<file path="config.mk">
export PLATFORM = sky130hd
export DESIGN_NAME = sign_magnitude_accumulator_alu
export DESIGN_NICKNAME = d
export VERILOG_FILES = /design/src/rtl/core/smacc_pkg.sv /design/src/rtl/core/sign_magnitude_accumulator_alu.sv /design/src/rtl/core/smacc_addsub.sv /design/src/rtl/core/smacc_muldiv.sv
export SDC_FILE = /design/constraint.sdc
export NUM_CORES = 1
export LEC_CHECK = 0
export ABC_AREA = 1
export BUFFER_PORTS_ARGS = -buffer_cell sky130_fd_sc_hd__buf_2
export CAP_MARGIN = 20
export CORE_UTILIZATION = 60
export DETAILED_ROUTE_END_ITERATION = 10
export GPL_ROUTABILITY_DRIVEN = 0
export PLACE_DENSITY_LB_ADDON = 0.1
export SLEW_MARGIN = 20
export SYNTH_ARGS = -nofsm -noshare
export SYNTH_HDL_FRONTEND = slang
export SYNTH_HIERARCHICAL = 1
export SYNTH_SLANG_ARGS = --single-unit
export TNS_END_PERCENT = 5
</file>
<file path="constraint.sdc">
create_clock -name clk_i -period 3.6 [get_ports clk_i]
set_input_delay 0.36 -clock clk_i [delete_from_list [all_inputs] [get_ports clk_i]]
set_output_delay 0.36 -clock clk_i [all_outputs]
set_load 0.005 [all_outputs]
</file>
<file path="src/rtl/core/smacc_pkg.sv">
// Shared types and constants for the sign-magnitude accumulator ALU.
// Used by smacc_addsub, smacc_muldiv and the top level; no dependencies.
`default_nettype none

package smacc_pkg;

  localparam int MagBits = 14;
  localparam int WordW   = MagBits + 1;
  localparam int CntW    = $clog2(MagBits + 1);

  typedef enum logic [1:0] {
    OpAdd = 2'd0,
    OpSub = 2'd1,
    OpMul = 2'd2,
    OpDiv = 2'd3
  } op_e;

  typedef enum logic [1:0] {
    StOk       = 2'd0,
    StOverflow = 2'd1,
    StDivZero  = 2'd2
  } status_e;

  // operands handed to an arithmetic unit at start
  typedef struct packed {
    logic               sa;
    logic [MagBits-1:0] ma;
    logic               sb;
    logic [MagBits-1:0] mb;
  } req_t;

  // result of an arithmetic unit, done is a single-cycle pulse
  typedef struct packed {
    logic               done;
    logic               sign;
    logic [MagBits-1:0] mag;
    logic               ovf;
  } res_t;

endpackage

`default_nettype wire

</file>
<file path="src/rtl/core/sign_magnitude_accumulator_alu.sv">
// Sign-magnitude accumulator ALU top level; uses smacc_pkg, smacc_addsub, smacc_muldiv.
// A divide by zero bypasses the arithmetic units and returns the accumulator unchanged.
// A new transaction is taken only after the previous result is in the output register;
// the add/sub and mul/div units work one bit per cycle.
// Reset clears the accumulator to +0 and empties the output register.
`default_nettype none

module sign_magnitude_accumulator_alu (
  input  wire logic        clk_i,
  input  wire logic        rst_ni,
  input  wire logic        in_valid_i,
  output logic             in_stall_o,
  input  wire logic [1:0]  opcode_i,
  input  wire logic [14:0] memory_word_i,
  output logic             out_valid_o,
  input  wire logic        out_stall_i,
  output logic [14:0]      accumulator_value_o,
  output logic [1:0]       status_o
);

  localparam int M = smacc_pkg::MagBits;

  typedef enum logic [1:0] {
    StIdle,
    StRun,
    StHold
  } state_e;

  state_e                     state_q;
  smacc_pkg::op_e             op_q;
  logic [smacc_pkg::WordW-1:0] acc_q;
  logic [smacc_pkg::WordW-1:0] res_word_q;
  smacc_pkg::status_e         res_st_q;
  logic                       out_valid_q;
  smacc_pkg::status_e         status_q;

  smacc_pkg::op_e  in_op;
  smacc_pkg::req_t req;
  smacc_pkg::res_t as_res, md_res, unit_res;
  logic            accept, zero_divisor, start_as, start_md, out_free;
  logic            fin;
  logic [smacc_pkg::WordW-1:0] fin_word;
  smacc_pkg::status_e          fin_st;

  assign in_op        = smacc_pkg::op_e'(opcode_i);
  assign accept       = in_valid_i && !in_stall_o;
  assign zero_divisor = (in_op == smacc_pkg::OpDiv) && (memory_word_i[M-1:0] == '0);
  assign out_free     = !out_valid_q || !out_stall_i;

  always_comb begin
    req.sa = acc_q[M];
    req.ma = acc_q[M-1:0];
    req.sb = memory_word_i[M] ^ (in_op == smacc_pkg::OpSub);
    req.mb = memory_word_i[M-1:0];
  end

  assign start_as = accept && (in_op == smacc_pkg::OpAdd || in_op == smacc_pkg::OpSub);
  assign start_md = accept && !zero_divisor &&
                    (in_op == smacc_pkg::OpMul || in_op == smacc_pkg::OpDiv);

  smacc_addsub u_addsub (
    .clk_i   (clk_i),
    .rst_ni  (rst_ni),
    .start_i (start_as),
    .req_i   (req),
    .res_o   (as_res)
  );

  smacc_muldiv u_muldiv (
    .clk_i    (clk_i),
    .rst_ni   (rst_ni),
    .start_i  (start_md),
    .is_div_i (in_op == smacc_pkg::OpDiv),
    .req_i    (req),
    .res_o    (md_res)
  );

  assign unit_res = (op_q == smacc_pkg::OpAdd || op_q == smacc_pkg::OpSub) ? as_res : md_res;

  always_comb begin
    fin      = 1'b0;
    fin_word = {unit_res.sign, unit_res.mag};
    fin_st   = unit_res.ovf ? smacc_pkg::StOverflow : smacc_pkg::StOk;
    unique case (state_q)
      StIdle: begin
        if (accept && zero_divisor) begin
          fin      = 1'b1;
          fin_word = acc_q;
          fin_st   = smacc_pkg::StDivZero;
        end
      end
      StRun:   fin = unit_res.done;
      StHold: begin
        fin      = 1'b1;
        fin_word = res_word_q;
        fin_st   = res_st_q;
      end
      default: fin = 1'b0;
    endcase
  end

  always_ff @(posedge clk_i or negedge rst_ni) begin
    if (!rst_ni) begin
      state_q     <= StIdle;
      op_q        <= smacc_pkg::OpAdd;
      acc_q       <= '0;
      out_valid_q <= 1'b0;
      status_q    <= smacc_pkg::StOk;
      res_word_q  <= '0;
      res_st_q    <= smacc_pkg::StOk;
    end else begin
      if (accept) begin
        op_q <= in_op;
      end
      if (fin && out_free) begin
        acc_q       <= fin_word;
        status_q    <= fin_st;
        out_valid_q <= 1'b1;
        state_q     <= StIdle;
      end else begin
        if (!out_stall_i) begin
          out_valid_q <= 1'b0;
        end
        if (fin) begin
          res_word_q <= fin_word;
          res_st_q   <= fin_st;
          state_q    <= StHold;
        end else if (accept) begin
          state_q <= StRun;
        end
      end
    end
  end

  assign in_stall_o          = (state_q != StIdle);
  assign out_valid_o         = out_valid_q;
  assign accumulator_value_o = acc_q;
  assign status_o            = status_q;

endmodule

`default_nettype wire

</file>
<file path="src/rtl/core/smacc_addsub.sv">
// Bit-serial sign-magnitude adder: one magnitude bit per cycle, LSB first.
// Depends on smacc_pkg.
`default_nettype none

module smacc_addsub (
  input  wire logic          clk_i,
  input  wire logic          rst_ni,
  input  wire logic          start_i,
  input  wire smacc_pkg::req_t req_i,
  output smacc_pkg::res_t    res_o
);

  logic                          busy_q;
  logic                          done_q;
  logic [smacc_pkg::CntW-1:0]    cnt_q;
  logic                          sa_q, sb_q;
  logic [smacc_pkg::MagBits-1:0] a_q, b_q;
  logic [smacc_pkg::MagBits-1:0] sum_q, d1_q, d2_q;
  logic                          c_q, c1_q, c2_q, nz_q;

  logic a_bit, b_bit, s_bit, d1_bit, d2_bit;

  assign a_bit  = a_q[0];
  assign b_bit  = b_q[0];
  assign s_bit  = a_bit ^ b_bit ^ c_q;
  // a - b and b - a run side by side, the final carry picks one
  assign d1_bit = a_bit ^ ~b_bit ^ c1_q;
  assign d2_bit = b_bit ^ ~a_bit ^ c2_q;

  always_ff @(posedge clk_i or negedge rst_ni) begin
    if (!rst_ni) begin
      busy_q <= 1'b0;
      done_q <= 1'b0;
      cnt_q  <= '0;
    end else begin
      done_q <= 1'b0;
      if (start_i) begin
        busy_q <= 1'b1;
        cnt_q  <= '0;
      end else if (busy_q) begin
        cnt_q <= cnt_q + 1'b1;
        if (cnt_q == smacc_pkg::CntW'(smacc_pkg::MagBits - 1)) begin
          busy_q <= 1'b0;
          done_q <= 1'b1;
        end
      end
    end
  end

  always_ff @(posedge clk_i) begin
    if (start_i) begin
      sa_q <= req_i.sa;
      sb_q <= req_i.sb;
      a_q  <= req_i.ma;
      b_q  <= req_i.mb;
      c_q  <= 1'b0;
      c1_q <= 1'b1;
      c2_q <= 1'b1;
      nz_q <= 1'b0;
    end else if (busy_q) begin
      a_q   <= {1'b0, a_q[smacc_pkg::MagBits-1:1]};
      b_q   <= {1'b0, b_q[smacc_pkg::MagBits-1:1]};
      sum_q <= {s_bit, sum_q[smacc_pkg::MagBits-1:1]};
      d1_q  <= {d1_bit, d1_q[smacc_pkg::MagBits-1:1]};
      d2_q  <= {d2_bit, d2_q[smacc_pkg::MagBits-1:1]};
      c_q   <= (a_bit & b_bit) | (c_q & (a_bit ^ b_bit));
      c1_q  <= (a_bit & ~b_bit) | (c1_q & (a_bit ^ ~b_bit));
      c2_q  <= (b_bit & ~a_bit) | (c2_q & (b_bit ^ ~a_bit));
      nz_q  <= nz_q | d1_bit;
    end
  end

  always_comb begin
    res_o.done = done_q;
    res_o.ovf  = 1'b0;
    if (sa_q == sb_q) begin
      res_o.sign = sa_q;
      res_o.mag  = sum_q;
      res_o.ovf  = c_q;
    end else if (!c1_q) begin
      res_o.sign = sb_q;
      res_o.mag  = d2_q;
    end else if (nz_q) begin
      res_o.sign = sa_q;
      res_o.mag  = d1_q;
    end else begin
      // equal magnitudes: positive zero
      res_o.sign = 1'b0;
      res_o.mag  = '0;
    end
  end

endmodule

`default_nettype wire

</file>
<file path="src/rtl/core/smacc_muldiv.sv">
// Iterative shift-add multiplier and restoring divider, one quotient or
// multiplier bit per cycle. Depends on smacc_pkg.
`default_nettype none

module smacc_muldiv (
  input  wire logic          clk_i,
  input  wire logic          rst_ni,
  input  wire logic          start_i,
  input  wire logic          is_div_i,
  input  wire smacc_pkg::req_t req_i,
  output smacc_pkg::res_t    res_o
);

  localparam int M = smacc_pkg::MagBits;

  logic                       busy_q;
  logic                       done_q;
  logic [smacc_pkg::CntW-1:0] cnt_q;
  logic                       div_q;
  logic                       sign_q;
  logic [M-1:0]               hi_q, lo_q, m_q;

  logic [M:0]   mul_sum;
  logic [M+1:0] div_diff;
  logic         borrow;

  assign mul_sum  = {1'b0, hi_q} + (lo_q[0] ? {1'b0, m_q} : '0);
  assign div_diff = {1'b0, hi_q, lo_q[M-1]} - {2'b00, m_q};
  assign borrow   = div_diff[M+1];

  always_ff @(posedge clk_i or negedge rst_ni) begin
    if (!rst_ni) begin
      busy_q <= 1'b0;
      done_q <= 1'b0;
      cnt_q  <= '0;
    end else begin
      done_q <= 1'b0;
      if (start_i) begin
        busy_q <= 1'b1;
        cnt_q  <= '0;
      end else if (busy_q) begin
        cnt_q <= cnt_q + 1'b1;
        if (cnt_q == smacc_pkg::CntW'(M - 1)) begin
          busy_q <= 1'b0;
          done_q <= 1'b1;
        end
      end
    end
  end

  always_ff @(posedge clk_i) begin
    if (start_i) begin
      div_q  <= is_div_i;
      sign_q <= req_i.sa ^ req_i.sb;
      hi_q   <= '0;
      lo_q   <= req_i.ma;
      m_q    <= req_i.mb;
    end else if (busy_q) begin
      if (div_q) begin
        // remainder in hi, dividend shifts out of lo as quotient shifts in
        hi_q <= borrow ? {hi_q[M-2:0], lo_q[M-1]} : div_diff[M-1:0];
        lo_q <= {lo_q[M-2:0], ~borrow};
      end else begin
        hi_q <= mul_sum[M:1];
        lo_q <= {mul_sum[0], lo_q[M-1:1]};
      end
    end
  end

  always_comb begin
    res_o.done = done_q;
    res_o.sign = sign_q;
    res_o.mag  = lo_q;
    res_o.ovf  = !div_q && (hi_q != '0);
  end

endmodule

`default_nettype wire

</file>
# ---- Word level (Yosys, flattened, before mapping)
# Index checks and enable logic that the tools add are counted.
dict set report op_classes {
  shift 0
  order_cmp 0
  n_mul 0
  div 0
  muxes 43
  reduce_logical 28
  n_addsub 4
  bitwise_logic 23
  eq_ne 10
}
# op count
set ops {}
lappend ops {{14-bit 2-to-1 mux} 10}
lappend ops {{15-bit 2-to-1 mux} 4}
lappend ops {{15-bit case mux with 2 select lines} 1}
lappend ops {{1-bit 2-to-1 mux} 17}
lappend ops {{17-bit 2-to-1 mux} 1}
lappend ops {{4-bit 2-to-1 mux} 4}
lappend ops {{15-bit by 14-bit subtractor with 16-bit output} 1}
lappend ops {{14-bit by 15-bit adder with 15-bit output} 1}
lappend ops {{14-bit logical NOT} 1}
lappend ops {{14-bit nonzero test} 1}
lappend ops {{4-bit by 1-bit adder with 4-bit output, second input constant} 2}
lappend ops {{4-bit equality test, second input constant} 2}
lappend ops {{1-bit logical AND} 8}
lappend ops {{2-bit 2-to-1 mux} 4}
lappend ops {{1-bit XOR} 8}
lappend ops {{1-bit bitwise AND} 6}
lappend ops {{2-bit by 1-bit equality test with 1-bit output, second input constant} 3}
lappend ops {{2-bit equality test, second input constant} 3}
lappend ops {{2-bit logical NOT} 3}
lappend ops {{2-bit nonzero test} 3}
lappend ops {{1-bit logical NOT} 5}
lappend ops {{1-bit inverter} 5}
lappend ops {{1-bit logical OR} 4}
lappend ops {{1-bit OR} 4}
lappend ops {{6 further kinds} 7}
dict set report word_totals {
  rom_bits 0
  word_cells 137
  latchBits 0
  ram_bits 0
  out_inout_bits 19
  memories 0
  ff_bits 171
}

# ---- Logic depth before layout (Yosys ltp)
# Gate-level depths: netlist of the first run.
dict set report logic_depth {
  word_depth 9
  mapped_depth 17
  depth_no_buf 16
}

# ---- Hierarchy
# The synthesis of the first run kept the hierarchy.
# mod area_each_um2 instances cells_each seq_area_each_um2
set modules_own_cells {}
lappend modules_own_cells {smacc_muldiv 4181.5 1 633 1331.3}
lappend modules_own_cells {smacc_addsub 3363.2 1 308 2392.3}
lappend modules_own_cells {sign_magnitude_accumulator_alu 2327.2 1 329 950.9}

# ---- Worst setup path before layout of the first run
# No wires, ideal clock.
dict set report synth_timing {
  path_kind {flip-flop to flip-flop}
  startpoint {register state_q[0]}
  endpoint {register u_muldiv.lo_q[0] (enable)}
  setup_time_ps 361
  path_stages_with_launch 10
  arrival_time_ps 2717
  setup_slack_ps 522
  path_buffers 2
  path_cell_list {dfrtp_1 inv_2 nand2_1 nor2_1 buf_2 buf_4 nand2_1 a21oi_1 nor2_1 inv_1}
}
dict set report synth_between {
  elab_chain_len 6
}
# element line
set synth_lines {}
lappend synth_lines {{start, declared} sign_magnitude_accumulator_alu.sv:29} ;# state_e state_q;
lappend synth_lines {{start signal, assigned} sign_magnitude_accumulator_alu.sv:104} ;# state_q <= StIdle;
lappend synth_lines {{start signal, assigned} sign_magnitude_accumulator_alu.sv:119} ;# state_q <= StIdle;
lappend synth_lines {{start signal, assigned} sign_magnitude_accumulator_alu.sv:127} ;# state_q <= StHold;
lappend synth_lines {{2-bit nonzero test} sign_magnitude_accumulator_alu.sv:135} ;# assign in_stall_o = (state_q != StIdle);
lappend synth_lines {{named net in_stall_o} sign_magnitude_accumulator_alu.sv:12} ;# output logic in_stall_o,
lappend synth_lines {{1-bit logical NOT} sign_magnitude_accumulator_alu.sv:46} ;# assign accept = in_valid_i && !in_stall_o;
lappend synth_lines {{1-bit logical AND} sign_magnitude_accumulator_alu.sv:46}
lappend synth_lines {{1-bit logical AND (2 in a row)} sign_magnitude_accumulator_alu.sv:58} ;# assign start_md = accept && !zero_divisor &&
lappend synth_lines {{named net start_md} sign_magnitude_accumulator_alu.sv:40} ;# logic accept, zero_divisor, start_as, start_md, out_free;
lappend synth_lines {{2-bit nonzero test (no line)} n/a}
lappend synth_lines {{end signal, assigned} smacc_muldiv.sv:56} ;# lo_q <= req_i.ma;
lappend synth_lines {{end signal, assigned} smacc_muldiv.sv:62} ;# lo_q <= {lo_q[M-2:0], ~borrow};
lappend synth_lines {{end signal, assigned} smacc_muldiv.sv:65} ;# lo_q <= {mul_sum[0], lo_q[M-1:1]};
lappend synth_lines {{end, declared} smacc_muldiv.sv:21} ;# logic [M-1:0] hi_q, lo_q, m_q;
# The timed path passes the listed nets, and every way through them passes these cells.
# A chain may end at the register's enable or synchronous reset.

# ---- Worst setup path in the final report of the first run
dict set report layout_timing {
  startpoint {register state_q[0]}
  endpoint {register u_muldiv.lo_q[7], data pin}
}
dict set report layout_between {
  elab_chain_len 6
}
# element line
set layout_lines {}
lappend layout_lines {{2-bit nonzero test} sign_magnitude_accumulator_alu.sv:135}
lappend layout_lines {{1-bit logical NOT} sign_magnitude_accumulator_alu.sv:46}
lappend layout_lines {{1-bit logical AND} sign_magnitude_accumulator_alu.sv:46}
lappend layout_lines {{1-bit logical AND (2 in a row)} sign_magnitude_accumulator_alu.sv:58}
lappend layout_lines {{named net start_md} sign_magnitude_accumulator_alu.sv:40}
lappend layout_lines {{14-bit 2-to-1 mux} smacc_muldiv.sv:52} ;# if (start_i) begin
# The timed path passes the listed nets, and every way through them passes these cells.

==> impl_summary.md, run 1 <==
Timing
For the finished layout, the period the worst path requires is 2.65 ns. The total negative slack is 0 ns. Hold timing on the final database bottoms out at a slack of 0.0516 ns. Setup violations remaining at the end of the flow were counted as 0. The hold violation count in the final report is 0. The share of the clock period used by the worst path is around 74%. Based on the critical path, the design can be clocked at up to 377 MHz. Once routing completed, OpenROAD measured the worst setup slack at about 0.95 ns. Headroom to the max-slew limit came out at 41.2%.

The slew at the pin with the worst max-slew slack is between 0.8 and 0.9 ns. The clock skew is around 0.0096 ns. Setup repair after global routing left no endpoint under its margin. The final number of max-transition violations came to 0.

Global routing
Across every metal layer, demand over resource in global routing totals 31.4%. The number of global-route vias before repair is approximately 8100. The global route total overflow is 0. Entering global routing, the biggest net connects between 40 and 50 pins. The initial antenna violation count was 0. The first global-routing pass estimated between 40000 and 50000 um of wire.

Clocking
After clock tree synthesis, the flow added hold-fix buffers numbering 0. The number of setup buffers added after CTS is 0. For the worst-skew pair, the clock arrives at the later sink with an insertion delay of roughly 0.43 ns. Once the clock tree was built, the resizer swapped 0 gates to a different size.

The clock-pin slew of the registers on the worst-case setup and hold paths is approximately 0.07 ns. The number of H-tree branching levels is 4. TritonCTS built the clock tree. The count of clock tree sinks is 170. The clock passes through at most 2 buffers. Counting the buffers created by CTS gives 17. The cell chosen for the clock root is clkbuf_16.

Power and ir drop
Across the VDD grid, the largest voltage drop is 0.669 mV. In this run the static leakage power is around 5.5 nW. The total power divided by cell area is 920 mW/mm^2.

Synthesis
Yosys instantiated no cell more often than nand2_1. After synthesis, flip-flops and latches occupy approximately 47% of the total area. The leading register cell type out of synthesis is edfxtp_1. The synthesized design contains a little over 100 enable-type register cells.

The count of state elements after synthesis is between 150 and 200. The net count after synthesis is ~1300. The commonest cells after synthesis are nand2_1, inv_1, edfxtp_1, nand3_1, nor2_1.

In this run the biggest area consumer among cell types represents a little under a third of the synthesized area. Yosys printed 6 warnings. Summed over all instances, the cell type with the most area after synthesis is edfxtp_1. By area the synthesized netlist is led by edfxtp_1, nand2_1, dfrtp_1. The synthesized area per cell is roughly 8 um^2.

In this run the cell area of the synthesized design comes to approximately 0.01 mm^2. The netlist uses 45 different library cells. The number of instances in the synthesized netlist is around 1300.

Of all flip-flops after synthesis, the portion carrying an async set or reset was between 20 and 30%.

Drt
The number of DRC violations after detailed routing is 0. The routed layout has approximately 8300 vias. The first routing iteration left 681 violations. Dividing the detail-routed wire length by the instance count gives ~16 um. The final wirelength is approximately 25000 um. The number of nets with antenna violations after routing is 0. Using the TritonRoute via totals, the vias-per-cell ratio works out to approximately 5.5.

The first-pass detailed-route iteration total is 5.

Floorplan
The starting density of the core is between 60% and 70%. The total number of placement rows is 46. Measured along the y axis, the die boundary spans between 100 and 150 um. The die outline area is roughly 0.017 mm^2. The I/O pin count is 40. In this run the horizontal extent of the chip is 130 um. The core region area is roughly 0.016 mm^2.

Placed design
Input and output buffers added on the ports amount to 39. Summing all placed instances gives a cell area of 0.0101 mm^2. Timing analysis after detailed placement gives a worst setup slack of about 1.0 ns.

The total half-perimeter wirelength after legalization and detailed placement is 17600 um.

Cells and area
The net count of the finished layout is roughly 1300. The fraction of final layout cells with drive strength greater than 1 is between 9 and 10%. The layout-stage area growth over the synthesis result is 8.02%. The number of antenna diodes in the final layout is 0. The count of fill cells added during filler insertion is 1403. The finished cells cover roughly 0.011 mm^2.

Critical path
The critical path start-end classification is reg2reg. For the worst setup path, the data required time is ~3.8 ns. STA classifies the critical path endpoint as a register. The maximum fanout along the worst path is 37.

The critical register-to-register path startpoint is state_q[0]. Tracing the worst setup path back leads to its startpoint at state_q[0]. The element type at the critical path start is a register.

The endpoint arrival time on the critical path is roughly 2.8 ns.

Outcome
The flow ran to the end, and the final reports show no timing, DRC or antenna violations.

Flow run
Across the run, the number of max-cap violations was 0.

Hold path
The worst hold path belongs to the class in2async.
[placed cells by master (no fill, tap or decap), drive strengths merged]
cell,synthesis,final
a21oi,58,58
a22oi,2,2
a31oi,1,1
and2,3,3
buf,40,51
bufinv,0,1
clkbuf,16,18
clkinv,3,8
clkinvlp,0,2
dfrtp,50,50
dfxtp,18,18
edfxtp,102,102
fa,5,5
ha,32,32
inv,142,148
nand2,574,574
nand3,75,75
nand3b,4,4
nand4,24,24
nor2,72,72
nor3,5,5
nor3b,1,1
nor4,3,3
o211ai,1,1
o21ai,25,25
o21bai,1,1
o22ai,3,3
xnor2,4,4
xor2,6,6
[stage by stage]
step | power, mW | util [%] | cells
6_report | 9.81 | 66.6 | 1513
5_1_grt | 10.6 | 66.6 | 1513
4_1_cts | 9.81 | 66.6 | 1513
3_5_place_dp | 7.99 | 63.1 | 1481
3_3_place_gp | 7.89 | 63.1 | 1481
2_1_floorplan | 6.89 | - | 1270
[power by group]
group	internal, mW	switching [mW]
Sequential	3.20	0.761
Combinational	1.42	2.64
Clock	0.986	0.804
[layout make-up]
type	instances	area [um^2]	share of cell area, %
inverters	145	552	5.17
multi-input cells	899	4310	40.4
clock buffers	18	439	4.12
repair buffers	51	285	2.68
flip-flops and latches	170	4670	43.8
well taps	216	270	2.53
clock inverters	14	134	1.26
[cells by family (layout without fill, tap and decap cells)]
family                     count (synthesis)  count (layout)  synth area share, %
DFF                                      170             170                 47.4
AOI/OAI and AO/OA                         91              91                 5.07
buffers and inverters                    201             228                 9.14
xor gates and xnor gates                  10              10                0.963
and+or+nand+nor                          761             761                 32.4
adders and majority gates                 37              37                 5.07
[metal layers]
layer,part of all wire [%],vias up,track usage (%)
met5,0,-,0
met4,3.9,0,14.3
met3,5.7,82,6.52
met2,49,316,53.8
met1,41,3892,38.2
li1,-,4051,-
[worst paths after layout]
check                                               end  slack (ns)  cells after the start
worst max-delay path                   u_muldiv/lo_q[7]        0.95                      9
worst min-delay path                      res_word_q[2]        0.05                      1
worst max register to register         u_muldiv/lo_q[7]        0.95                      9
worst min register to register         u_addsub/d2_q[0]        0.45                      0
max in group asynchronous       accumulator_value_o[12]        2.82                      2
min in group clk_i                      u_muldiv/m_q[1]        0.14                      1
[critical path, cell delays in order (launching register included)]
cell,delay [ns]
dfrtp_1,0.39
inv_2,0.08
nand2_1,0.07
nor2_1,0.35
nand2_1,0.18
a21oi_4,0.16
buf_4,0.40
inv_1,0.46
nor2_1,0.24
a21oi_1,0.06
No activity file was read; power rests on OpenSTA's default activity.
==> inputs of run 2 (changes only) <==
==> constraint.sdc (replaced) <==
create_clock -name clk_i -period 2.5 [get_ports clk_i]
set_input_delay 0.25 -clock clk_i [delete_from_list [all_inputs] [get_ports clk_i]]
set_output_delay 0.25 -clock clk_i [all_outputs]
set_load 0.005 [all_outputs]
==> run 2 against run 1 <==
  * Non-clock buffer count up 14
  * Sequential power up 43%
  * Sequential share of layout area down 0.99 points
  * Final cell count up 0.93%
  * Global-route usage down 0.89 points
  * Hold slack worse by 0.0098 ns
  * Setup slack worse by 0.72 ns
  * Clock skew about the same
  * Clock power up 70%
==> impl_summary.md, run 2 (synthesized netlist as in run 1, its figures left out) <==
Outcome
The flow ran to the end, and the final reports show no timing, DRC or antenna violations.

Clocking
TritonCTS built the clock tree. The count of clock tree sinks was 170 (unchanged). The total clock buffers created by CTS was 17 (unchanged). The clock-pin slew of the registers on the worst-case setup and hold paths is 0.07 ns (about the same).

The quantity of gates resized following cts is 0 (unchanged). The number of H-tree branching levels came to 4 (unchanged). The clock latency at the later pin of the worst-skew pair is 0.43 ns (about the same).

The maximum number of buffers from clock root to sink is 2 (unchanged). The cell sitting at the root of the clock tree is a clkbuf_16.

Cells and area
The fraction of final layout cells with drive strength greater than 1 was 10.1% (+0.97 points). The library cell used most frequently in the layout, excluding fill and tap cells, is nand2_1. The summed area of non-filler cells in the final layout is 0.0109 mm^2 (+2.3%).

The count of non-filler cells in the finished layout was 1527 (+0.93%). The final antenna diode count is 0 (unchanged). The top cell types in the final layout, fill and taps aside, are nand2_1, inv_1, edfxtp_1, nand3_1, nor2_1. The final cell utilization of the core was 68.2% (+1.5 points). The count of fill cells added during filler insertion is 1351 (-3.7%). From synthesis to final layout, the design area changed by 10.5%. The net count of the finished layout was 1356 (+1.0%).

Flow run
The number of max-cap violations came to 0 (unchanged).

Timing
The minimum clock period was 2.27 ns (-0.382 ns). The worst-case headroom to the max-slew limit came to 54.1% (+13 points). Setup repair after global routing left no endpoint under its margin. The slew at the pin with the worst max-slew slack was 0.687 ns (-0.194 ns). The final setup violation count was 0 (unchanged). The highest achievable clock rate came to 440 MHz (+17%). The final number of max-transition violations was 0 (unchanged).

The share of the clock period used by the worst path is 90.9% (+17 points). The clock skew is 0.00974 ns (+0.000116 ns). The hold violation count in the final report is 0 (unchanged). The total negative slack is 0 ns (unchanged).

Power and ir drop
The total power divided by cell area is 1350 mW/mm^2 (+46%). The total power is 14.7 mW (+50%). The peak supply drop is 0.681 mV (+1.8%). The leakage power of the design is 5.61 nW (+2.2%).

Critical path
The family with the most delay on the worst path is simple AND/OR/NAND/NOR gates. The cell with the largest stage delay on the worst path is edfxtp_1. The required time of the critical path is 2.81 ns (-0.97 ns). The total buffers and inverters traversed by the critical path is 2 (-1). The endpoint of the most critical setup path is u_muldiv/hi_q[6]. The critical register-to-register path startpoint is u_muldiv/lo_q[0]. The maximum fanout along the worst path was 7 (-81%). The flop-to-flop setup slack came to 0.23 ns (-0.72 ns). The longest individual stage delay on the worst path came to 0.47 ns (about the same). The kind of capture point of the worst setup path is a register. The worst setup path is of the reg2reg kind.

The element type at the critical path start is a register. The path depth of the worst reg2reg path is 12 (+3). The endpoint arrival time on the critical path is 2.59 ns (-0.24 ns). The most critical setup path has its startpoint at u_muldiv/lo_q[0].

Walking the worst path, the cells encountered are buf_4, nand2_1, inv_1, ha_1, nand2_1, nand3_1, nand2_1, nand3_1, o21ai_0, nand2_1, nor2_1, nor2_1. The reg-to-reg endpoint is u_muldiv/hi_q[6]. Among the stages of the critical path, the cell type that occurs most often is nand2_1.

The number of stages on the worst setup path is 12 (+3).

Global routing
The initial antenna violation count is 0 (unchanged). The wire length of the first global-routing pass is 38600 um (-3.7%). The global route total overflow came to 0 (unchanged).

The largest net degree at the start of global routing is 49 (+6.5%). The all-layer global routing usage is 30.6% (-0.89 points). The number of global-route vias before repair is 7557 (-6.4%).

Drt
The topmost layer with routed signal wires is met4. The total via count in the routed design is 8278 (-0.76%). The detail-routed via count per cell is 5.42 (-1.7%).

The routed wire length on met3 was 1660 um (+19%). The number of DRC violations after detailed routing is 0 (unchanged). The first-pass detailed-route iteration total is 7 (+2). The final wirelength came to 24300 um (-1.9%). The number of nets with antenna violations after routing is 0 (unchanged). The met1 layer wirelength in the final routing is 10600 um (+3.5%). The violation count after the first detailed-routing iteration came to 812 (+19%). The mean routed wirelength per cell is 15.9 um (-2.8%).

The wire length on met2 is 11400 um (-6.5%).

Placed design
The port buffer count is 39 (unchanged). The placed cell area came to 0.0102 mm^2 (+1.1%). The total half-perimeter wirelength after legalization and detailed placement is 17400 um (-0.85%). The number of cells in the design after placement is 1492 (+0.74%).

Floorplan
The starting density of the core is 61.7% (unchanged). The vertical extent of the die is 130 um (unchanged). The die outline area is 0.0170 mm^2 (unchanged).

The die boundary width is 130 um (unchanged). The total number of placement rows is 46 (unchanged). The core region area is 0.0160 mm^2 (unchanged). The I/O pin count is 40 (unchanged).

Hold path
The path class of the tightest hold or removal check is in2reg.
[run 2: cell type report]
cell class / instances / area, um^2 / share of cell area, %
Sequential cell: 170 / 4670 / 42.8
Multi-Input combinational cell: 899 / 4310 / 39.5
Inverter: 145 / 552 / 5.06
Clock buffer: 17 / 425 / 3.90
Timing Repair Buffer: 65 / 418 / 3.83
Tap cell: 216 / 270 / 2.48
Clock inverter: 15 / 260 / 2.39
[run 2: routing by layer]
layer  global-route usage (%)  vias up
li1                         -     4075
met1                     41.6     3835
met2                     49.4      321
met3                     4.76       47
met4                     11.7        0
met5                        0        -
[run 2: where the power goes]
group / internal [mW] / leakage (nW) / switching, mW / total [mW]
logic: 2.15 / 3.49 / 3.83 / 5.98
clock network: 1.90 / 0.324 / 1.14 / 3.04
registers: 4.61 / 1.79 / 1.05 / 5.66
total: 8.66 / 5.61 / 6.03 / 14.7
[run 2: metrics by stage]
step	setup slack (ns)	hold WS, ns
final	0.228	0.0418
after global routing	0.0553	0.0320
after CTS	0.222	0.0271
after detailed placement	0.288	0.0588
after global placement	0.330	0.0594
after floorplan	-0.0485	-0.0456
[run 2: what timing repair did]
item,4_1_cts,5_1_grt
setup buffers,0,2
hold endpoints to repair,50,0
setup endpoints to repair,0,1
hold buffers,1,0
[run 2: worst min-delay path by stage]
stage | to | depth (start not counted) | start | slack (ns)
after floorplan | accumulator_value_o[0] | 0 | rst_ni | -0.05
after global placement | u_muldiv/cnt_q[1] | 1 | rst_ni | 0.06
after detailed placement | u_muldiv/cnt_q[0] | 1 | rst_ni | 0.06
after CTS | u_muldiv/m_q[8] | 1 | memory_word_i[8] | 0.03
after global routing | u_muldiv/m_q[7] | 1 | memory_word_i[7] | 0.03
final | u_muldiv/m_q[8] | 1 | memory_word_i[8] | 0.04
[run 2: worst register-to-register path, delay by kind of cell (launching register included)]
kind | cells | cell delay [ns]
fa+ha+maj | 1 | 0.37
buf+inv | 2 | 0.23
flops | 1 | 0.47
compound gates | 1 | 0.27
simple gates | 8 | 0.84
==> inputs of run 3 (changes only) <==
--- a/config.mk
+++ b/config.mk
@@ -8,7 +8,7 @@
 export ABC_AREA = 1
 export BUFFER_PORTS_ARGS = -buffer_cell sky130_fd_sc_hd__buf_2
 export CAP_MARGIN = 20
-export CORE_UTILIZATION = 60
+export CORE_UTILIZATION = 63
 export DETAILED_ROUTE_END_ITERATION = 10
 export GPL_ROUTABILITY_DRIVEN = 0
 export PLACE_DENSITY_LB_ADDON = 0.1
==> constraint.sdc (replaced) <==
create_clock -name clk_i -period 2.6 [get_ports clk_i]
set_input_delay 0.26 -clock clk_i [delete_from_list [all_inputs] [get_ports clk_i]]
set_output_delay 0.26 -clock clk_i [all_outputs]
set_load 0.005 [all_outputs]
==> run 3 against run 2 <==
  * Fmax is 3.8% higher
  * Die area decreased by 4.7%
  * Hold slack got worse by 0.021 ns
  * Combinational power decreased by 2%
  * Flip-flop and latch count is the same
  * Clock power down 17%
  * Power down 6.3%
  * Register-to-register slack improved by 0.18 ns
  * Critical path type unchanged
  * Largest cell class unchanged
==> impl_summary.md, run 3 (synthesized netlist as in run 1, its figures left out) <==
Drt
The mean routed wirelength per cell came to 16.0 um (+0.66%). The detail-routed via count per cell is 5.48 (+1.1%). The number of nets with antenna violations after routing came to 0 (unchanged). The first-pass detailed-route iteration total came to 8 (+1). The number of DRC violations after detailed routing is 0 (unchanged).

The total via count in the routed design came to 8333 (+0.66%). The final wirelength was 24400 um (+0.26%). The violation count after the first detailed-routing iteration was 692 (-15%).

Critical path
The worst setup path is of the reg2reg kind. The reg-to-reg endpoint is u_muldiv/hi_q[11]. STA classifies the critical path startpoint as a register.

The critical path starts at u_muldiv/m_q[0]. The flop-to-flop setup slack is 0.41 ns (+0.18 ns). The endpoint of the most critical setup path is u_muldiv/hi_q[11]. The critical register-to-register path startpoint is u_muldiv/m_q[0].

The maximum fanout along the worst path is 4 (-3). STA classifies the critical path endpoint as a register. The endpoint arrival time on the critical path is 2.51 ns (-0.08 ns).

The path depth of the worst reg2reg path is 15 (+3). The required time of the critical path came to 2.93 ns (+0.12 ns).

Global routing
The wire length of the first global-routing pass is 40300 um (+4.4%). The initial antenna violation count is 0 (unchanged). The largest net degree at the start of global routing is 51 (+4.1%).

The global route total overflow is 0 (unchanged). The number of global-route vias before repair is 8180 (+8.2%). The all-layer global routing usage is 32.5% (+2.0 points).

Floorplan
The die boundary width is 127 um (-2.4%). The core region area came to 0.0153 mm^2 (-4.6%). The vertical extent of the die is 127 um (-2.4%). The die outline area is 0.0162 mm^2 (-4.7%). The I/O pin count came to 40 (unchanged). The total number of placement rows came to 45 (-2.2%). The starting density of the core is 64.7% (+3.0 points).

Clocking
The clock-pin slew of the registers on the worst-case setup and hold paths is 0.07 ns (about the same). The maximum number of buffers from clock root to sink came to 2 (unchanged). TritonCTS built the clock tree. The clock latency at the later pin of the worst-skew pair is 0.44 ns (about the same).

The number of H-tree branching levels came to 4 (unchanged). The total clock buffers created by CTS is 17 (unchanged). The count of clock tree sinks is 170 (unchanged).

The quantity of gates resized following cts is 0 (unchanged). The tree is rooted in a clkbuf_16.

Placed design
The total half-perimeter wirelength after legalization and detailed placement is 17500 um (+0.67%). The port buffer count was 39 (unchanged).

Timing
The highest achievable clock rate is 457 MHz (+3.8%). The share of the clock period used by the worst path came to 84.2% (-6.7 points). The clock skew is 0.0100 ns (+0.000301 ns). The worst hold margin came to 0.0204 ns (-0.0214 ns).

The total negative slack was 0 ns (unchanged). The worst-case headroom to the max-slew limit came to 51.8% (-2.3 points). The final number of max-transition violations is 0 (unchanged). The hold violation count in the final report was 0 (unchanged). The minimum clock period is 2.19 ns (-0.0835 ns). The slew at the pin with the worst max-slew slack is 0.722 ns (+0.0350 ns). The final setup violation count came to 0 (unchanged).

Setup repair after global routing left no endpoint under its margin.

Hold path
The class of the worst hold path is in2reg.

Flow run
The number of max-cap violations was 0 (unchanged).

Cells and area
The net count of the finished layout came to 1355 (-0.074%). The layout-stage area growth over the synthesis result is 9.18%. The fraction of final layout cells with drive strength greater than 1 is 9.92% (-0.22 points).

The most frequent standard cell in the layout excluding fill and tap cells is nand2_1. The final antenna diode count is 0 (unchanged). The library cells used most frequently in the layout, excluding fill and tap cells, are nand2_1, inv_1, edfxtp_1, nand3_1, nor2_1. The final cell utilization of the core is 70.6% (+2.5 points).

Power and ir drop
The leakage power of the design is 5.55 nW (-0.99%). The peak supply drop is 0.941 mV (+38%). The total power divided by cell area is 1280 mW/mm^2 (-5.2%).

Outcome
The run finished with clean final reports.
==> run 3: through the flow <==
stage          std cells  instance area (um^2)  total power, mW  setup slack, ns
2_1_floorplan       1270                  9880             9.55           0.0515
3_3_place_gp        1488                 10200             11.0            0.480
5_1_grt             1521                 10800             14.8            0.136
6_report            1521                 10800             13.8            0.412
3_5_place_dp        1488                 10200             11.2            0.466
4_1_cts             1521                 10800             13.7            0.424
==> run 3: how the worst min path moves through the flow <==
| stage | from | to | cells past startpoint |
|---|---|---|---|
| after floorplan | rst_ni | accumulator_value_o[0] | 0 |
| after global placement | rst_ni | accumulator_value_o[0] | 2 |
| after detailed placement | u_addsub/d1_q[6] | u_addsub/d1_q[5] | 0 |
| after CTS | memory_word_i[4] | u_muldiv/m_q[4] | 1 |
| after global routing | memory_word_i[2] | u_muldiv/m_q[2] | 1 |
| final | memory_word_i[5] | u_muldiv/m_q[5] | 1 |
==> run 3: critical path, stage by stage (launching register included) <==
cell and delay (ns):
edfxtp_1 0.40, nand2_1 0.08, inv_1 0.06, ha_1 0.20
inv_1 0.08, fa_1 0.38, inv_1 0.11, nand3_1 0.08
nand3_1 0.15, nand3_1 0.14, nand3_1 0.10, nand2_1 0.05
nand3_1 0.06, nand3_1 0.08, nand2_1 0.06, nand2_1 0.04
==> run 3: repair_timing <==
action	4_1_cts	5_1_grt
endpoints found under the hold margin	50	0
hold buffers	1	0
buffers inserted	0	0
==> run 3: cell type report <==
cell class              instances  area [um^2]
clock buffers                  21          483
clock inverters                11         97.6
fillers                      1270         4480
inverters                     145          552
multi-input cells             899         4310
flip-flops and latches        170         4670
well taps                     211          264
repair buffers                 64          398
==> run 3: per-layer routing <==
metal  up-vias  global-route usage, %  share of wire, %
met5         -                      0                 0
met4         0                   17.6               4.3
met3        77                   5.19               6.9
met2       346                   53.7                48
met1      3830                   41.5                41
li1       4080                      -                 -
==> run 3: report_power, final <==
group	internal (mW)	leakage [nW]	switching, mW
clock	1.37	0.277	1.14
combinational	2.05	3.48	3.83
sequential	4.43	1.79	0.935
total	7.85	5.55	5.91
